## src/rtl/ille_pkg.sv

```systemverilog
// Shared field widths, command codes and status codes of the linked list engine.
package ille_pkg;

  localparam int CMD_W        = 3;
  localparam int POS_W        = 7;
  localparam int PAYLOAD_W    = 56;
  localparam int STATUS_W     = 3;
  localparam int NODE_INDEX_W = 6;

  localparam logic [CMD_W-1:0] CMD_START  = 3'd0;
  localparam logic [CMD_W-1:0] CMD_LOAD   = 3'd1;
  localparam logic [CMD_W-1:0] CMD_INSERT = 3'd2;
  localparam logic [CMD_W-1:0] CMD_DELETE = 3'd3;
  localparam logic [CMD_W-1:0] CMD_WALK   = 3'd4;

  localparam logic [STATUS_W-1:0] ST_NEW_INDEX = 3'd0;
  localparam logic [STATUS_W-1:0] ST_REMOVED   = 3'd1;
  localparam logic [STATUS_W-1:0] ST_WALK_ITEM = 3'd2;
  localparam logic [STATUS_W-1:0] ST_ERROR     = 3'd3;
  localparam logic [STATUS_W-1:0] ST_EMPTY     = 3'd4;

endpackage

```

## src/rtl/ille_ram.sv

```systemverilog
// Single-write, single-read synchronous RAM with registered read data.
module ille_ram #(
  parameter int WIDTH = 8,
  parameter int DEPTH = 64
) (
  input  logic                     clk,
  input  logic                     we,
  input  logic [$clog2(DEPTH)-1:0] waddr,
  input  logic [WIDTH-1:0]         wdata,
  input  logic [$clog2(DEPTH)-1:0] raddr,
  output logic [WIDTH-1:0]         rdata
);

  logic [WIDTH-1:0] mem [DEPTH];

  always_ff @(posedge clk) begin
    if (we) begin
      mem[waddr] <= wdata;
    end
    rdata <= mem[raddr];
  end

endmodule

```

## src/rtl/ille_ctrl.sv

```systemverilog
// Command sequencer: head and fill registers, table accesses and result register.
module ille_ctrl import ille_pkg::*; #(
  parameter int CAPACITY      = 64,
  parameter int PAYLOAD_BYTES = 7,
  parameter int IDX_W         = $clog2(CAPACITY),
  parameter int LNK_W         = IDX_W + 1
) (
  input  logic                    clk,
  input  logic                    rst,
  input  logic                    start,
  input  logic [CMD_W-1:0]        command,
  input  logic signed [POS_W-1:0] position,
  input  logic signed [POS_W-1:0] link,
  input  logic [PAYLOAD_W-1:0]    payload,
  output logic                    busy,
  output logic                    strobe,
  output logic [STATUS_W-1:0]     status,
  output logic [NODE_INDEX_W-1:0] node_index,
  output logic [PAYLOAD_W-1:0]    node_data,
  output logic                    last_item,
  output logic [IDX_W-1:0]        rd_addr,
  output logic                    link_we,
  output logic [IDX_W-1:0]        link_waddr,
  output logic [LNK_W-1:0]        link_wdata,
  input  logic [LNK_W-1:0]        link_rdata,
  output logic                    data_we,
  output logic [IDX_W-1:0]        data_waddr,
  output logic [PAYLOAD_W-1:0]    data_wdata,
  input  logic [PAYLOAD_W-1:0]    data_rdata
);

  localparam int CNT_W    = $clog2(CAPACITY + 1);
  localparam int PAY_BITS = (PAYLOAD_BYTES * 8 < PAYLOAD_W) ? PAYLOAD_BYTES * 8 : PAYLOAD_W;
  localparam logic [PAYLOAD_W-1:0] PAY_MASK = {PAYLOAD_W{1'b1}} >> (PAYLOAD_W - PAY_BITS);
  localparam logic [CNT_W-1:0] FULL = CNT_W'(CAPACITY);
  localparam logic [IDX_W-1:0] LAST_K = IDX_W'(CAPACITY - 1);

  localparam logic [2:0] S_IDLE    = 3'd0;
  localparam logic [2:0] S_INS     = 3'd1;
  localparam logic [2:0] S_DEL_POS = 3'd2;
  localparam logic [2:0] S_DEL_FIN = 3'd3;
  localparam logic [2:0] S_WALK    = 3'd4;

  function automatic logic [LNK_W-1:0] to_link(input logic [POS_W-1:0] raw);
    logic nul;
    nul = raw[POS_W-1] || ({1'b0, raw[POS_W-2:0]} >= POS_W'(CAPACITY));
    return {nul, raw[IDX_W-1:0]};
  endfunction

  logic [2:0]       state, state_next;
  logic [LNK_W-1:0] head, head_next;
  logic [CNT_W-1:0] fill, fill_next;
  logic [IDX_W-1:0] pos_r, pos_next;
  logic [IDX_W-1:0] victim, victim_next;
  logic             del_head, del_head_next;
  logic [IDX_W-1:0] walk_k, walk_k_next;

  logic                    strobe_next;
  logic [STATUS_W-1:0]     status_next;
  logic [IDX_W-1:0]        index_next;
  logic [PAYLOAD_W-1:0]    data_next;
  logic                    last_next;

  logic [LNK_W-1:0] pos_l, lnk_l;
  logic [IDX_W-1:0] n_idx;
  logic             full, bad_pos, walk_end;

  assign pos_l   = to_link(position);
  assign lnk_l   = to_link(link);
  assign n_idx   = fill[IDX_W-1:0];
  assign full    = (fill == FULL);
  assign bad_pos = !pos_l[IDX_W] && (CNT_W'(pos_l[IDX_W-1:0]) >= fill);
  assign walk_end = link_rdata[IDX_W] || (walk_k == LAST_K);
  assign busy    = (state != S_IDLE);

  always_comb begin
    state_next    = state;
    head_next     = head;
    fill_next     = fill;
    pos_next      = pos_r;
    victim_next   = victim;
    del_head_next = del_head;
    walk_k_next   = walk_k;
    strobe_next   = 1'b0;
    status_next   = ST_ERROR;
    index_next    = '0;
    data_next     = '0;
    last_next     = 1'b1;
    rd_addr       = pos_l[IDX_W-1:0];
    link_we       = 1'b0;
    link_waddr    = n_idx;
    link_wdata    = lnk_l;
    data_we       = 1'b0;
    data_waddr    = n_idx;
    data_wdata    = payload & PAY_MASK;

    unique case (state)
      S_IDLE: begin
        if (start) begin
          unique case (command)
            CMD_START: begin
              head_next = lnk_l;
              fill_next = '0;
            end
            CMD_LOAD: begin
              strobe_next = 1'b1;
              if (!full) begin
                link_we     = 1'b1;
                data_we     = 1'b1;
                fill_next   = fill + 1'b1;
                status_next = ST_NEW_INDEX;
                index_next  = n_idx;
              end
            end
            CMD_INSERT: begin
              if (full || bad_pos) begin
                strobe_next = 1'b1;
              end else begin
                data_we   = 1'b1;
                fill_next = fill + 1'b1;
                pos_next  = n_idx;
                if (pos_l[IDX_W]) begin
                  link_we     = 1'b1;
                  link_wdata  = head;
                  head_next   = {1'b0, n_idx};
                  strobe_next = 1'b1;
                  status_next = ST_NEW_INDEX;
                  index_next  = n_idx;
                end else begin
                  link_we    = 1'b1;
                  link_waddr = pos_l[IDX_W-1:0];
                  link_wdata = {1'b0, n_idx};
                  state_next = S_INS;
                end
              end
            end
            CMD_DELETE: begin
              if (pos_l[IDX_W]) begin
                if (head[IDX_W]) begin
                  strobe_next = 1'b1;
                end else begin
                  rd_addr       = head[IDX_W-1:0];
                  victim_next   = head[IDX_W-1:0];
                  del_head_next = 1'b1;
                  state_next    = S_DEL_FIN;
                end
              end else if (bad_pos) begin
                strobe_next = 1'b1;
              end else begin
                pos_next      = pos_l[IDX_W-1:0];
                del_head_next = 1'b0;
                state_next    = S_DEL_POS;
              end
            end
            CMD_WALK: begin
              if (head[IDX_W]) begin
                strobe_next = 1'b1;
                status_next = ST_EMPTY;
              end else begin
                rd_addr     = head[IDX_W-1:0];
                victim_next = head[IDX_W-1:0];
                walk_k_next = '0;
                state_next  = S_WALK;
              end
            end
            default: begin
              strobe_next = 1'b1;
            end
          endcase
        end
      end
      S_INS: begin
        link_we     = 1'b1;
        link_waddr  = pos_r;
        link_wdata  = link_rdata;
        strobe_next = 1'b1;
        status_next = ST_NEW_INDEX;
        index_next  = pos_r;
        state_next  = S_IDLE;
      end
      S_DEL_POS: begin
        rd_addr     = link_rdata[IDX_W-1:0];
        victim_next = link_rdata[IDX_W-1:0];
        if (link_rdata[IDX_W]) begin
          strobe_next = 1'b1;
          state_next  = S_IDLE;
        end else begin
          state_next = S_DEL_FIN;
        end
      end
      S_DEL_FIN: begin
        if (del_head) begin
          head_next = link_rdata;
        end else begin
          link_we    = 1'b1;
          link_waddr = pos_r;
          link_wdata = link_rdata;
        end
        strobe_next = 1'b1;
        status_next = ST_REMOVED;
        index_next  = victim;
        data_next   = data_rdata;
        state_next  = S_IDLE;
      end
      S_WALK: begin
        strobe_next = 1'b1;
        status_next = ST_WALK_ITEM;
        index_next  = victim;
        data_next   = data_rdata;
        last_next   = walk_end;
        rd_addr     = link_rdata[IDX_W-1:0];
        if (walk_end) begin
          state_next = S_IDLE;
        end else begin
          victim_next = link_rdata[IDX_W-1:0];
          walk_k_next = walk_k + 1'b1;
        end
      end
      default: begin
        state_next = S_IDLE;
      end
    endcase
  end

  always_ff @(posedge clk) begin
    if (rst) begin
      state  <= S_IDLE;
      head   <= {LNK_W{1'b1}};
      fill   <= '0;
      strobe <= 1'b0;
    end else begin
      state  <= state_next;
      head   <= head_next;
      fill   <= fill_next;
      strobe <= strobe_next;
    end
  end

  always_ff @(posedge clk) begin
    pos_r      <= pos_next;
    victim     <= victim_next;
    del_head   <= del_head_next;
    walk_k     <= walk_k_next;
    status     <= status_next;
    node_index <= NODE_INDEX_W'(index_next);
    node_data  <= data_next;
    last_item  <= last_next;
  end

endmodule

```

## src/rtl/indexed_linked_list_engine.sv

```systemverilog
// Top level of the indexed singly linked list engine.
//
// An item is taken when start is high and busy is low. Each result appears for
// one cycle with strobe high; the receiver cannot hold it off. Path from
// acceptance to the result:
//   start                       no result, ready again the next cycle
//   load, insert at head,
//   empty walk, any error found
//   from registers              result registered directly, busy stays low
//   insert after a position     via S_INS (link read, then link write)
//   delete at head              via S_DEL_FIN
//   delete after a position     via S_DEL_POS, S_DEL_FIN (two dependent link reads)
//   walk of N nodes             via S_WALK, one node per cycle
// The rate is set by the single read port of the link table: each step of a
// chain waits for the registered read of the previous link.
// Reset clears the head to null and the fill count to zero; table contents
// stay undefined until loaded or inserted.
module indexed_linked_list_engine import ille_pkg::*; #(
  parameter int CAPACITY      = 64,
  parameter int PAYLOAD_BYTES = 7
) (
  input  logic                    clk,
  input  logic                    rst,
  input  logic                    start,
  input  logic [CMD_W-1:0]        command,
  input  logic signed [POS_W-1:0] position,
  input  logic signed [POS_W-1:0] link,
  input  logic [PAYLOAD_W-1:0]    payload,
  output logic                    busy,
  output logic                    strobe,
  output logic [STATUS_W-1:0]     status,
  output logic [NODE_INDEX_W-1:0] node_index,
  output logic [PAYLOAD_W-1:0]    node_data,
  output logic                    last_item
);

  localparam int IDX_W = $clog2(CAPACITY);
  localparam int LNK_W = IDX_W + 1;

  logic [IDX_W-1:0]     rd_addr;
  logic                 link_we;
  logic [IDX_W-1:0]     link_waddr;
  logic [LNK_W-1:0]     link_wdata;
  logic [LNK_W-1:0]     link_rdata;
  logic                 data_we;
  logic [IDX_W-1:0]     data_waddr;
  logic [PAYLOAD_W-1:0] data_wdata;
  logic [PAYLOAD_W-1:0] data_rdata;

  ille_ram #(
    .WIDTH (LNK_W),
    .DEPTH (CAPACITY)
  ) u_link_ram (
    .clk   (clk),
    .we    (link_we),
    .waddr (link_waddr),
    .wdata (link_wdata),
    .raddr (rd_addr),
    .rdata (link_rdata)
  );

  ille_ram #(
    .WIDTH (PAYLOAD_W),
    .DEPTH (CAPACITY)
  ) u_data_ram (
    .clk   (clk),
    .we    (data_we),
    .waddr (data_waddr),
    .wdata (data_wdata),
    .raddr (rd_addr),
    .rdata (data_rdata)
  );

  ille_ctrl #(
    .CAPACITY      (CAPACITY),
    .PAYLOAD_BYTES (PAYLOAD_BYTES),
    .IDX_W         (IDX_W),
    .LNK_W         (LNK_W)
  ) u_ctrl (
    .clk        (clk),
    .rst        (rst),
    .start      (start),
    .command    (command),
    .position   (position),
    .link       (link),
    .payload    (payload),
    .busy       (busy),
    .strobe     (strobe),
    .status     (status),
    .node_index (node_index),
    .node_data  (node_data),
    .last_item  (last_item),
    .rd_addr    (rd_addr),
    .link_we    (link_we),
    .link_waddr (link_waddr),
    .link_wdata (link_wdata),
    .link_rdata (link_rdata),
    .data_we    (data_we),
    .data_waddr (data_waddr),
    .data_wdata (data_wdata),
    .data_rdata (data_rdata)
  );

endmodule

```

## config.mk

```make
export PLATFORM = sky130hd
export DESIGN_NAME = indexed_linked_list_engine
export DESIGN_NICKNAME = d
export VERILOG_FILES = /design/src/rtl/ille_pkg.sv /design/src/rtl/ille_ram.sv /design/src/rtl/ille_ctrl.sv /design/src/rtl/indexed_linked_list_engine.sv
export SDC_FILE = /design/constraint.sdc
export NUM_CORES = 2
export LEC_CHECK = 0
export BUFFER_PORTS_ARGS = -buffer_cell sky130_fd_sc_hd__buf_2
export CELL_PAD_IN_SITES_DETAIL_PLACEMENT = 0
export CELL_PAD_IN_SITES_GLOBAL_PLACEMENT = 1
export CORE_AREA = 2 2 537 539
export CTS_CLUSTER_SIZE = 28
export DETAILED_ROUTE_END_ITERATION = 10
export DIE_AREA = 0 0 539 541
export GPL_ROUTABILITY_DRIVEN = 0
export HOLD_SLACK_MARGIN = 0.05
export PLACE_DENSITY_LB_ADDON = 0.15
export SLEW_MARGIN = 0
export SYNTH_ARGS = -nofsm -noshare
export SYNTH_HDL_FRONTEND = slang
export SYNTH_HIERARCHICAL = 1
export SYNTH_SLANG_ARGS = --single-unit
```

## constraint.sdc

```tcl
create_clock -name clk -period 8.35 [get_ports clk]
set_input_delay 0.4175 -clock clk [delete_from_list [all_inputs] [get_ports clk]]
set_output_delay 0.4175 -clock clk [all_outputs]
set_load 0.01 [all_outputs]
```

==> results.yml <==
run_status:
  run_status: "finished clean"
setup_path:
  rr_startpoint: "u_ctrl/fill[0]"
  critPathKind: "reg2reg"
  critPathRequiredTime_ps: 8910
  crit_path_cell_trace: "ha_1 > nand2b_1 > a211o_1 > a21oi_4 > a21oi_1 > nor4_1 > buf_4 > nand2_1 > nor2_1 > nand2_1 > nor2_4 > buf_4"
  timing.reg2reg.setup_slack_ps: 2880
  crit_path_max_fanout: 23
  slowest_delay_ps: 1120
  arrival_ps: 6020
  critPathCaptureType: "flop"
  timing.reg2reg.worst_path_depth: 12
  worst_r2r_endpoint: "u_data_ram/mem[41][28]"
  critical-path-slowest-cell: "sky130_fd_sc_hd__nor2_4"
  worstSetupStartpointType: "flop"
finish:
  syn2layout_area_growth_pct: 11.9
  final_core_utilization_pct: 62.4
  proportion_of_layout_cells_with_a_drive_suffix_above_1_pct: 26.4
  finish.instance_area_um2: 179000
  final_net_count: 7595
  instances_no_fill: 11700
  fillers: 19500
die:
  core-area_um2: 286000
  io-pin-count: 144
  die_area_um2: 292000
  initial_core_utilization_pct: 55.7
  dieHeight_um: 541
  fp-row-count: 197
  chipWidth_um: 539
drt:
  ant_nets: 0
  viasPerCell: 6.82
  wl_um: 429000
  route.vias.total: 79600
  drt-initial-drc-count: 10500
  wl_per_cell_um: 36.8
  drt_pass1_iterations: 7
  detail_route.drc_violations: 0
placement:
  postPlaceCellArea_um2: 165000
  pre_cts_ws_ps: 2600
  portBuffers: 143
  post-dp-hpwl_um: 233000
  placedCellCount: 10900
logic_synthesis:
  async_reset_ff_share_pct: 0
  synth_area_leaders: "sky130_fd_sc_hd__edfxtp_1, sky130_fd_sc_hd__mux4_2, sky130_fd_sc_hd__dfxtp_1"
  yosys-top-cells-count: "sky130_fd_sc_hd__edfxtp_1, sky130_fd_sc_hd__mux4_2, sky130_fd_sc_hd__nor2_1, sky130_fd_sc_hd__clkbuf_1, sky130_fd_sc_hd__o22ai_1"
  syn_nets: 7281
  number_of_synthesized_flops_with_an_enable_pin: 4051
  avgSynthCellArea_um2: 22.2
  post_synth_inst_count: 7196
  ys_ff_latch: 4198
  most_used_flip_flop_cell_after_synthesis: "sky130_fd_sc_hd__edfxtp_1"
  synth-seq-area-share_pct: 78.0
  post-synth-top-count-cell: "sky130_fd_sc_hd__edfxtp_1"
  post_synth_instance_area_um2: 160000
  netlist-cell-type-count: 70
  area_fraction_of_the_dominant_cell_type_after_synthesis_pct: 76.2
  synth_largest_area_cell: "sky130_fd_sc_hd__edfxtp_1"
  number_of_warnings_printed_during_yosys_synthesis: 6
timing:
  period_share_pct: 65.5
  final_max_slew_viol_count: 0
  post-route-worst-setup-slack_ps: 2880
  timing.slew.headroom_pct: 13.7
  period_needed_ps: 5470
  transition_time_at_the_pin_with_the_least_slew_margin_ps: 1290
  clock-skew-final_ps: 40.7
  max_freq_ghz: 0.183
  hold_slack_ps: 157
  timing.setup.tns_ps: 0
  endpoints_failing_hold: 0
  grt_setup_unrepaired: "no"
  timing.final.setup_violations: 0
min_path:
  worstHoldPathCells: 1
  hp-class: "in2reg"
  worstHoldStart: "payload[2]"
  whs_endpoint: "u_data_ram/mem[2][2]"
global_route:
  overflow: 0
  grt_pass1_vias: 78800
  busiest_layer_in_global_routing: "met2"
  antenna_found_initial: 50
  global_route_track_usage_on_met2_pct: 45.8
  total_global_route_track_usage_pct: 29.5
  largest_net_degree_at_the_start_of_global_routing: 135
  grt_first_pass_wirelength_um: 603000
  groute.layer.met1.usage_pct: 43.2
  grt_util_met3_pct: 4.66
run:
  timing.max_cap.violations: 0
clock_tree:
  tritoncts: "built"
  cts.reportedPaths.clkPinSlew_ps: 60
  ctsLongestPathBuffers: 4
  post_cts.resized_instances: 0
  cts.htree.levels: 5
  cts-buffers-inserted: 416
  post-cts-setup-buffers: 0
  cts_root_buf: "sky130_fd_sc_hd__clkbuf_16"
  clk_latency_ps: 960
  cts_num_sinks: 4198
power_and_ir_drop:
  worst_ir_drop_vdd_mv: 0.202
  power.total_mw: 44.3
  power_density_nw_per_um2: 248
  power_leakage_nw: 55.9
## how the worst max path moves through the flow
stage / from / to / slack, ps / depth (start not counted)
6_report: u_ctrl/fill[0] / u_data_ram/mem[41][28] / 2880 / 12
5_1_grt: position[6] / u_data_ram/rdata[55] / 2670 / 14
4_1_cts: u_ctrl/fill[0] / u_data_ram/mem[41][28] / 2910 / 12
3_5_place_dp: command[2] / u_data_ram/rdata[55] / 2600 / 13
3_3_place_gp: command[2] / u_data_ram/rdata[55] / 2550 / 13
2_1_floorplan: u_ctrl/fill[5] / u_data_ram/mem[48][0] / 1720 / 10
## what timing repair did
action	4_1_cts	5_1_grt
hold endpoints to repair	23	0
endpoints found under the setup margin	0	0
hold buffers	21	0
## cell type report
type | count | area (um^2) | share of cell area [%]
repair buffers | 381 | 2930 | 1.64
diodes | 21 | 52.6 | 0.0294
inverters | 23 | 86.3 | 0.0483
flip-flops and latches | 4198 | 125000 | 69.7
well taps | 3781 | 4730 | 2.65
multi-input cells | 2490 | 33100 | 18.5
clock inverters | 204 | 1800 | 1.01
clock buffers | 568 | 11400 | 6.36
## registers in the layout, indices dropped and copies added (netlist names), 3 cells and up
register / cells
u_ctrl/fill: 7
u_ctrl/status: 3
u_data_ram/rdata: 56
u_link_ram/rdata: 7
u_ctrl/pos_r: 6
u_ctrl/state: 3
u_link_ram/mem: 448
u_ctrl/victim: 6
u_ctrl/walk_k: 6
u_ctrl/node_data: 56
u_ctrl/node_index: 6
u_ctrl/head: 7
u_data_ram/mem: 3584
## routing by layer
layer  routed length [um]  part of all wire (%)  vias up
li1                     -                     -    31200
met1               171000                    40    43200
met2               204000                    47     4388
met3                39900                   9.3      763
met4                14900                   3.5       14
met5                   93                 0.022        -
## cell usage in the layout (no fill, tap or decap), drive strengths merged, types with 9 or more instances in the layout
cell type / count
a211o: 10
a211oi: 23
a21oi: 145
a221oi: 103
a22o: 100
a22oi: 53
a311oi: 16
a31oi: 10
and2: 62
buf: 360
bufinv: 25
clkbuf: 568
clkinv: 154
dfxtp: 147
diode: 21
dlygate4sd3: 21
edfxtp: 4051
ha: 9
inv: 40
mux2: 21
mux2i: 110
mux4: 999
nand2: 68
nand2b: 19
nand3: 42
nand3b: 15
nor2: 249
nor2b: 20
nor3: 37
o211ai: 9
o21ai: 50
o221ai: 41
o22ai: 151
o31ai: 9
or2: 12
or3b: 9
## critical path: cells and delay by family, from the launching register on
| kind | cells | cell delay (ps) |
|---|---|---|
| simple gates | 6 | 2170 |
| flops | 1 | 800 |
| fa+ha+maj | 1 | 360 |
| buf+inv | 2 | 860 |
| compound gates | 3 | 750 |
## cell families (layout without fill, tap and decap cells)
kind of cell,after synthesis,in the layout,share of synthesized area (%)
AOI/OAI and AO/OA,766,766,3.45
adders and majority gates,9,9,0.0705
muxes,1130,1130,14.9
other,0,21,0
buffers and inverters,508,1176,1.69
and+or+nand+nor,579,579,1.79
DFF,4198,4198,78.0
xor gates and xnor gates,6,6,0.0329
## report_power, final
group          total (mW)  internal [mW]  switching, mW
Sequential           23.4           23.2          0.138
Combinational        2.83           1.11           1.72
Clock                18.1           10.3           7.80
Note: power is estimated with default switching activity, not from simulation.
